### src/design/wvm_pkg.sv
// Shared types and constants of the wavetable voice mixer.
// Depends on nothing; imported by every module of the block.
`timescale 1ns / 1ps

package wvm_pkg;

   localparam int TABLE_SHIFT     = 7;   // phase to table index shift, 0..14
   localparam int VOICES          = 8;   // active voices, 1..8
   localparam int NUM_VOICE_SLOTS = 8;   // step fields carried by every tick
   localparam int VIDX_W          = 3;
   localparam int PHASE_W         = 15;
   localparam logic [PHASE_W-1:0] PHASE_MOD = 15'h7FFF;
   localparam int TABLE_AW        = 8;
   localparam int TABLE_DEPTH     = 256;
   localparam int WORD_W          = 8;
   localparam int COUNT_W         = 4;
   localparam int SAMPLE_W        = 11;
   localparam int DIV_STEPS       = SAMPLE_W;  // one quotient bit per step
   localparam int CNT_W           = 4;

   typedef enum logic {
      OP_TICK        = 1'b0,
      OP_TABLE_WRITE = 1'b1
   } op_type;

   typedef enum logic [4:0] {
      ST_IDLE  = 5'b00001,
      ST_VOICE = 5'b00010,
      ST_DRAIN = 5'b00100,
      ST_DIV   = 5'b01000,
      ST_DONE  = 5'b10000
   } state_type;

   typedef struct packed {
      logic              tick_load;
      logic              tbl_wr;
      logic              voice_en;
      logic [VIDX_W-1:0] voice_idx;
      logic              div_step;
      logic              out_load;
   } cmd_type;

   typedef struct packed {
      logic count_zero;
      logic out_free;
   } status_type;

endpackage

### src/design/wvm_ctrl.sv
// Sequencer of the wavetable voice mixer: voice walk, divide steps, result hand-off.
// Depends on wvm_pkg.
`timescale 1ns / 1ps

module wvm_ctrl (
   input  logic                clock,
   input  logic                reset,
   input  logic                req_valid,
   input  logic                req_op,
   input  wvm_pkg::status_type status,
   output logic                req_stall,
   output wvm_pkg::cmd_type    cmd
);
   import wvm_pkg::*;

   state_type        state_ff, state_in;
   logic [CNT_W-1:0] cnt_ff, cnt_in;

   always_comb begin
      state_in  = state_ff;
      cnt_in    = cnt_ff;
      cmd       = '0;
      req_stall = (state_ff != ST_IDLE);
      unique case (state_ff)
         ST_IDLE: begin
            if (req_valid) begin
               if (req_op == OP_TABLE_WRITE) begin
                  cmd.tbl_wr = 1'b1;
               end else begin
                  cmd.tick_load = 1'b1;
                  cnt_in        = '0;
                  state_in      = ST_VOICE;
               end
            end
         end
         ST_VOICE: begin
            cmd.voice_en  = 1'b1;
            cmd.voice_idx = cnt_ff[VIDX_W-1:0];
            if (cnt_ff == CNT_W'(NUM_VOICE_SLOTS - 1)) begin
               state_in = ST_DRAIN;
            end else begin
               cnt_in = cnt_ff + 1'b1;
            end
         end
         ST_DRAIN: begin
            // last table read lands in the accumulator here
            cnt_in   = '0;
            state_in = status.count_zero ? ST_DONE : ST_DIV;
         end
         ST_DIV: begin
            cmd.div_step = 1'b1;
            if (cnt_ff == CNT_W'(DIV_STEPS - 1)) begin
               state_in = ST_DONE;
            end else begin
               cnt_in = cnt_ff + 1'b1;
            end
         end
         ST_DONE: begin
            if (status.out_free) begin
               cmd.out_load = 1'b1;
               state_in     = ST_IDLE;
            end
         end
         default: begin
            state_in = ST_IDLE;
         end
      endcase
   end

   always_ff @(posedge clock) begin
      if (reset) begin
         state_ff <= ST_IDLE;
         cnt_ff   <= '0;
      end else begin
         state_ff <= state_in;
         cnt_ff   <= cnt_in;
      end
   end

endmodule

### src/design/wvm_datapath.sv
// Datapath of the wavetable voice mixer: phase accumulators, waveform table,
// mix accumulator, restoring divider and output register. Depends on wvm_pkg.
`timescale 1ns / 1ps

module wvm_datapath (
   input  logic                            clock,
   input  logic                            reset,
   input  wvm_pkg::cmd_type                cmd,
   output wvm_pkg::status_type             status,
   input  logic [wvm_pkg::PHASE_W-1:0]     req_voice_step_0,
   input  logic [wvm_pkg::PHASE_W-1:0]     req_voice_step_1,
   input  logic [wvm_pkg::PHASE_W-1:0]     req_voice_step_2,
   input  logic [wvm_pkg::PHASE_W-1:0]     req_voice_step_3,
   input  logic [wvm_pkg::PHASE_W-1:0]     req_voice_step_4,
   input  logic [wvm_pkg::PHASE_W-1:0]     req_voice_step_5,
   input  logic [wvm_pkg::PHASE_W-1:0]     req_voice_step_6,
   input  logic [wvm_pkg::PHASE_W-1:0]     req_voice_step_7,
   input  logic [wvm_pkg::COUNT_W-1:0]     req_voice_count,
   input  logic [wvm_pkg::TABLE_AW-1:0]    req_table_address,
   input  logic [wvm_pkg::WORD_W-1:0]      req_table_word,
   output logic                            rsp_valid,
   input  logic                            rsp_stall,
   output logic [wvm_pkg::SAMPLE_W-1:0]    rsp_sample,
   output logic                            rsp_divide_by_zero
);
   import wvm_pkg::*;

   logic [PHASE_W-1:0]  step_ff  [NUM_VOICE_SLOTS];
   logic [PHASE_W-1:0]  phase_ff [NUM_VOICE_SLOTS];
   logic [WORD_W-1:0]   table_mem [TABLE_DEPTH];
   logic [COUNT_W-1:0]  count_ff;
   logic [WORD_W-1:0]   rd_data_ff;
   logic                pend_ff, pend_in;
   logic [SAMPLE_W-1:0] acc_ff, acc_in;
   logic [COUNT_W-1:0]  rem_ff, rem_in;
   logic                rsp_valid_ff, rsp_valid_in;
   logic [SAMPLE_W-1:0] sample_ff;
   logic                dbz_ff;

   logic [PHASE_W-1:0]  cur_step, cur_phase, adv_phase, phase_next;
   logic [PHASE_W:0]    phase_sum;
   logic                slot_used, voice_active;
   logic [PHASE_W-1:0]  phase_shr;
   logic [TABLE_AW-1:0] tbl_idx;
   logic [COUNT_W:0]    rem_sh;
   logic                q_bit;
   logic                count_zero;

   // phase advance of the voice being walked, modulo 0x7FFF
   always_comb begin
      cur_step  = step_ff[cmd.voice_idx];
      cur_phase = phase_ff[cmd.voice_idx];
      phase_sum = {1'b0, cur_phase} + {1'b0, cur_step};
      if (cur_step == '0) begin
         adv_phase = '0;
      end else if (phase_sum < {1'b0, PHASE_MOD}) begin
         adv_phase = phase_sum[PHASE_W-1:0];
      end else begin
         adv_phase = PHASE_W'(phase_sum - {1'b0, PHASE_MOD});
      end
      slot_used    = ({1'b0, cmd.voice_idx} < (VIDX_W+1)'(VOICES));
      phase_next   = slot_used ? adv_phase : '0;
      voice_active = slot_used && (cur_step != '0);
      phase_shr    = phase_next >> TABLE_SHIFT;
      tbl_idx      = phase_shr[TABLE_AW-1:0];
   end

   // restoring divide, one quotient bit per step, quotient shifts into acc
   assign count_zero = (count_ff == '0);
   assign rem_sh     = {rem_ff, acc_ff[SAMPLE_W-1]};
   assign q_bit      = (rem_sh >= {1'b0, count_ff});

   always_comb begin
      acc_in  = acc_ff;
      rem_in  = rem_ff;
      pend_in = cmd.voice_en && voice_active;
      if (cmd.tick_load) begin
         acc_in = '0;
         rem_in = '0;
      end else if (cmd.div_step) begin
         acc_in = {acc_ff[SAMPLE_W-2:0], q_bit};
         rem_in = q_bit ? COUNT_W'(rem_sh - {1'b0, count_ff}) : rem_sh[COUNT_W-1:0];
      end else if (pend_ff) begin
         acc_in = acc_ff + SAMPLE_W'(rd_data_ff);
      end
   end

   always_comb begin
      rsp_valid_in = rsp_valid_ff;
      if (cmd.out_load) begin
         rsp_valid_in = 1'b1;
      end else if (rsp_valid_ff && !rsp_stall) begin
         rsp_valid_in = 1'b0;
      end
   end

   always_ff @(posedge clock) begin
      if (cmd.tbl_wr) begin
         table_mem[req_table_address] <= req_table_word;
      end
      rd_data_ff <= table_mem[tbl_idx];
   end

   always_ff @(posedge clock) begin
      if (cmd.tick_load) begin
         step_ff[0] <= req_voice_step_0;
         step_ff[1] <= req_voice_step_1;
         step_ff[2] <= req_voice_step_2;
         step_ff[3] <= req_voice_step_3;
         step_ff[4] <= req_voice_step_4;
         step_ff[5] <= req_voice_step_5;
         step_ff[6] <= req_voice_step_6;
         step_ff[7] <= req_voice_step_7;
         count_ff   <= req_voice_count;
      end
      acc_ff <= acc_in;
      rem_ff <= rem_in;
      if (cmd.out_load) begin
         sample_ff <= count_zero ? '0 : acc_ff;
         dbz_ff    <= count_zero;
      end
   end

   always_ff @(posedge clock) begin
      if (reset) begin
         for (int i = 0; i < NUM_VOICE_SLOTS; i++) begin
            phase_ff[i] <= '0;
         end
         pend_ff      <= 1'b0;
         rsp_valid_ff <= 1'b0;
      end else begin
         if (cmd.voice_en) begin
            phase_ff[cmd.voice_idx] <= phase_next;
         end
         pend_ff      <= pend_in;
         rsp_valid_ff <= rsp_valid_in;
      end
   end

   assign status.count_zero  = count_zero;
   assign status.out_free    = !rsp_valid_ff || !rsp_stall;
   assign rsp_valid          = rsp_valid_ff;
   assign rsp_sample         = sample_ff;
   assign rsp_divide_by_zero = dbz_ff;

endmodule

### src/design/wavetable_voice_mixer_unit.sv
// Top level of the eight-voice wavetable mixer: sequencer plus datapath.
// Depends on wvm_pkg, wvm_ctrl and wvm_datapath.
`timescale 1ns / 1ps

// Eight-voice wavetable oscillator mixer. A table-write item (op = 1) stores
// one 8-bit word of the shared 256-entry waveform table in the cycle it is
// accepted and returns no result; the block is ready again the next cycle.
// A sample-tick item (op = 0) advances each voice's 15-bit phase by its step
// modulo 0x7FFF (a zero step clears the phase and silences the voice), reads
// the table at phase >> 7, sums the reads and divides by voice_count. A
// count of zero returns sample 0 with divide_by_zero set. After a tick is
// accepted the input stays stalled while the voices are walked through the
// table's single read port, the last read is drained, the bit-serial divide
// runs (skipped on a zero count) and the output register is loaded, which
// waits while a previous result is still held by rsp_stall. The finished
// item sits in that register, so the next item can be accepted while
// rsp_stall holds the previous one. Table entries must be written before a
// tick reads them.

module wavetable_voice_mixer_unit (
   input  logic                         clock,
   input  logic                         reset,
   // request channel
   input  logic                         req_valid,
   output logic                         req_stall,
   input  logic                         req_op,
   input  logic [wvm_pkg::PHASE_W-1:0]  req_voice_step_0,
   input  logic [wvm_pkg::PHASE_W-1:0]  req_voice_step_1,
   input  logic [wvm_pkg::PHASE_W-1:0]  req_voice_step_2,
   input  logic [wvm_pkg::PHASE_W-1:0]  req_voice_step_3,
   input  logic [wvm_pkg::PHASE_W-1:0]  req_voice_step_4,
   input  logic [wvm_pkg::PHASE_W-1:0]  req_voice_step_5,
   input  logic [wvm_pkg::PHASE_W-1:0]  req_voice_step_6,
   input  logic [wvm_pkg::PHASE_W-1:0]  req_voice_step_7,
   input  logic [wvm_pkg::COUNT_W-1:0]  req_voice_count,
   input  logic [wvm_pkg::TABLE_AW-1:0] req_table_address,
   input  logic [wvm_pkg::WORD_W-1:0]   req_table_word,
   // result channel
   output logic                         rsp_valid,
   input  logic                         rsp_stall,
   output logic [wvm_pkg::SAMPLE_W-1:0] rsp_sample,
   output logic                         rsp_divide_by_zero
);
   import wvm_pkg::*;

   cmd_type    cmd;     // sequencer -> datapath
   status_type status;  // datapath -> sequencer

   // the sequencer raises tick_load and tbl_wr only while it sees req_valid in idle,
   // so an accepted item is exactly req_valid with req_stall low
   wvm_ctrl u_ctrl (
      .clock     (clock),
      .reset     (reset),
      .req_valid (req_valid),
      .req_op    (req_op),
      .status    (status),
      .req_stall (req_stall),
      .cmd       (cmd)
   );

   wvm_datapath u_datapath (
      .clock              (clock),
      .reset              (reset),
      .cmd                (cmd),
      .status             (status),
      .req_voice_step_0   (req_voice_step_0),
      .req_voice_step_1   (req_voice_step_1),
      .req_voice_step_2   (req_voice_step_2),
      .req_voice_step_3   (req_voice_step_3),
      .req_voice_step_4   (req_voice_step_4),
      .req_voice_step_5   (req_voice_step_5),
      .req_voice_step_6   (req_voice_step_6),
      .req_voice_step_7   (req_voice_step_7),
      .req_voice_count    (req_voice_count),
      .req_table_address  (req_table_address),
      .req_table_word     (req_table_word),
      .rsp_valid          (rsp_valid),
      .rsp_stall          (rsp_stall),
      .rsp_sample         (rsp_sample),
      .rsp_divide_by_zero (rsp_divide_by_zero)
   );

endmodule

### config.mk
export PLATFORM = sky130hd
export DESIGN_NAME = wavetable_voice_mixer_unit
export DESIGN_NICKNAME = d
export VERILOG_FILES = /design/src/design/wvm_pkg.sv /design/src/design/wvm_ctrl.sv /design/src/design/wvm_datapath.sv /design/src/design/wavetable_voice_mixer_unit.sv
export SDC_FILE = /design/constraint.sdc
export NUM_CORES = 2
export LEC_CHECK = 0
export ABC_AREA = 1
export BUFFER_PORTS_ARGS = -buffer_cell sky130_fd_sc_hd__buf_4
export CORE_MARGIN = 1.5
export CORE_UTILIZATION = 50
export DETAILED_ROUTE_END_ITERATION = 6
export GPL_TIMING_DRIVEN = 0
export PLACE_DENSITY = 0.63
export SYNTH_ARGS = -nofsm -noshare
export SYNTH_HDL_FRONTEND = slang
export SYNTH_SLANG_ARGS = --single-unit
### constraint.sdc
create_clock -name clock -period 8.1 [get_ports clock]
set_clock_uncertainty 0.15 [all_clocks]
set_input_delay 0.405 -clock clock [delete_from_list [all_inputs] [get_ports clock]]
set_output_delay 0.405 -clock clock [all_outputs]
set_load 0.01 [all_outputs]
==> metrics.md <==
| Metric | Value |
|---|---|
| Crit-path slowest cell | fa_1 |
| Final hold viol count | 0 |
| ANT nets after route | 0 |
| Slew Limit Fails | 0 |
| Dpl ws | -0.905 ns |
| Post-Route WL | 400 mm |
| Failing checks | design-rule violations |
| Critical path required time | 8.74 ns |
| Warnings from Yosys | 0 |
| RSZ-0062 raised after global routing | no |
| # rows | around 160 |
| Routed vias | 79228 |
| Hold path depth | 2 |
| Critical Path AT | ~8.6 ns |
| H-tree depth | 4 |
| Cell taking the most area after synthesis | edfxtp_1 |
| Final Net Count | about 9500 |
| Initial Utilization | around half |
| Ys flop type | edfxtp_1 |
| Io pins | 159 |
| R2R cell count | 35 |
| Layout cells sized above 1 | 12.3% |
| Num CTS Buffers | 239 |
| Fillcell total | roughly 17000 |
| Syn_area_per_cell | 11.6 um2 |
| Number of synthesized flops with an enable pin | 2304 |
| Fin crit share | 98.1% |
| Max Cap Viol | 0 |
| Post-synth top area share | between 60% and 70% |
| Hold endpoint | u_datapath.step_ff[7][8] |
| Worst-path maximum fanout | 11 |
| Via density | 6.52 |
| Placed Area | 106000 um2 |
| Ranking of synthesized cells by area | edfxtp_1 68%, nand3_1 10%, nand2_1 5.9% |
| Min-delay src | req_voice_step_7[8] |
| Run status | finished with violations |
| Post-synthesis sequential area ratio | just under 70% |
| Reg-to-Reg End | u_datapath.rd_data_ff[7] |
| Most common cell after layout, fill and taps aside | edfxtp_1 |
| Area delta synth->final | 14.1% |
| Clk sinks | 2338 |
| Post-route worst setup slack | roughly 0.16 ns |
| Max Freq | around 0.13 GHz |
| FF-to-FF setup slack | 0.16 ns |
| # DRC | 20 |
| Design area | 115000 um2 |
| Die width | 453 um |
| Final setup fails | 0 |
| Die area | 205000 um2 |
| Chip Height | 453 um |
| Yosys cell types | 51 |
| Most frequent cells in the layout | 2304 x edfxtp_1, 2013 x nand3_1, 1588 x nand2_1 |
| Async set-reset flop share out of synthesis | 0% |
| Synth Register Bits | 2338 |
| Core ar. | 200000 um2 |
| Worst R2R Start | u_ctrl.state_ff[2] |
| GRT Overall Usage | 38.2% |
| Max stage delay on crit path | 0.45 ns |
| CP Launch Type | flop |
| Worst-skew pair later-pin latency | 0.92 ns |
| Crit. End Element | flop |
| CTS tree | built |
| Min Tclk post-route | 7.94 ns |
| WS Path Type | reg -> reg |
| Hold WC Path Type | in -> reg |
| Initial antenna violation count | 31 |
| Net Count, Synth | 8904 |
| Worst-Margin Slew | 1.40 ns |
| DRT Pass-1 Iters | 7 |
| Vias in the first global route | 74115 |
| Worst-path clk slew | 0.06 ns |
| Root buffer cell | clkbuf_16 |
| Mapped Area | 101000 um2 |
| Util after Layout | 57.6% |
| DP HPWL | 278 mm |
| Gr ovfl total | 0 |
| First-pass GRT wire length | 551 mm |
| Slew margin rel. | 6.61% |
| CP most frequent cell | nand3_1 |
| Pin count of the biggest net entering global routing | roughly 130 |
| Routability cong. | 0.982 |
| PortBufs | 157 |
| Drt wl/cell | 32.9 um |
| Initial drt markers | between 10000 and 15000 |
| Synth Instances | 8726 |
| CTS max path bufs | 3 |
[per-stage QoR]
step,setup TNS [ns],instances,hold slack [ns]
finish,0,12151,0.0812
global route,0,12135,0.0478
CTS,0,12132,0.0353
detailed placement,-4.91,11559,0.347
global placement,-5.42,11539,0.341
floorplan,0,8726,0.327
[worst max path at each step]
stage | startpoint | to | cells after the start
final | u_ctrl.state_ff[2] | u_datapath.rd_data_ff[7] | 35
after global placement | u_ctrl.state_ff[2] | u_datapath.rd_data_ff[1] | 36
after detailed placement | u_ctrl.state_ff[2] | u_datapath.rd_data_ff[1] | 36
after CTS | u_ctrl.cnt_ff[2] | u_datapath.rd_data_ff[4] | 35
after global routing | u_ctrl.state_ff[1] | u_datapath.rd_data_ff[7] | 35
after floorplan | u_ctrl.cnt_ff[0] | u_datapath.count_ff[0] | 9
[routing by layer]
layer,wire (um),GRT usage [%],vias to the layer above
li1,-,-,33385
met1,149000,51.1,38885
met2,175000,57.3,5870
met3,50300,9.54,1082
met4,25700,21.3,6
met5,38,0,-
[cell type report]
cell class / count / area, um2 / share of cell area, %
clock buffers: 290 / 6190 / 5.37
repair buffers: 320 / 3220 / 2.79
diodes: 17 / 42.5 / 0.0369
flip-flops and latches: 2338 / 69900 / 60.5
plain buffers: 742 / 4210 / 3.65
clock inverters: 145 / 1330 / 1.15
multi-input cells: 5400 / 26300 / 22.8
inverters: 243 / 923 / 0.800
well taps: 2656 / 3320 / 2.88
[worst max-delay path: cells and delay by family, from the launching register on]
family	cells	cell delay [ns]
buf+inv	9	2.46
simple gates	22	3.80
flops	1	0.34
compound gates	2	0.30
fa+ha+maj	2	0.74
[flip-flops by register name, summed over array words and instances, names as in the netlist]
name / cells
u_datapath.acc_ff: 11
u_datapath.phase_ff: 120
u_datapath.rsp_valid: 1
u_datapath.count_ff: 4
u_datapath.rsp_divide_by_zero: 1
u_datapath.step_ff: 120
u_datapath.rd_data_ff: 8
u_datapath.rsp_sample: 11
u_ctrl.cnt_ff: 4
u_datapath.rem_ff: 4
u_datapath.pend_ff: 1
u_datapath.table_mem: 2048
u_ctrl.state_ff: 5
[logic make-up (layout without fill, tap and decap cells)]
logic type	after synthesis	in the layout	synth area share [%]
other	0	17	0
and+or+nand+nor	5104	5104	23.9
xor gates and xnor gates	13	13	0.120
AOI/OAI and AO/OA	250	250	1.46
DFF	2338	2338	69.1
adders and majority gates	33	33	0.431
buffers and inverters	988	1740	4.96
[synthesized netlist by cell type, types with 3 or more instances]
cell       number
o21a_1          9
nor4_1          3
buf_1          22
nor2_4          3
inv_2           9
nor3_1         33
edfxtp_1     2304
o211ai_1       21
o22ai_1         4
nand3_1      2013
xor2_1          9
clkbuf_1      147
a2111oi_0       5
fa_1            3
buf_8           3
buf_6          65
o21ai_0       130
buf_4          45
ha_1           30
nand2_2         4
dfxtp_1        34
and2_1          3
a21oi_1        44
clkinv_1        4
o2111ai_1       9
inv_1         229
nand3_2         3
a211oi_1        4
nor2_1        502
nor2_2          5
nand4_1       942
nand2_1      1590
xnor2_1         3
a31oi_1         9
buf_2         461
[repair_timing]
action | in CTS | in global routing
hold endpoints to repair | 609 | 0
setup endpoints to repair | 8 | 8
hold buffers | 139 | 0
buffers inserted | 0 | 3
resized for setup | 29 | 63
pin swaps | 0 | 1
Power is left out: the tool's default activity adds up to more than one toggle a clock period on the data nets, which glitch-free logic cannot reach.
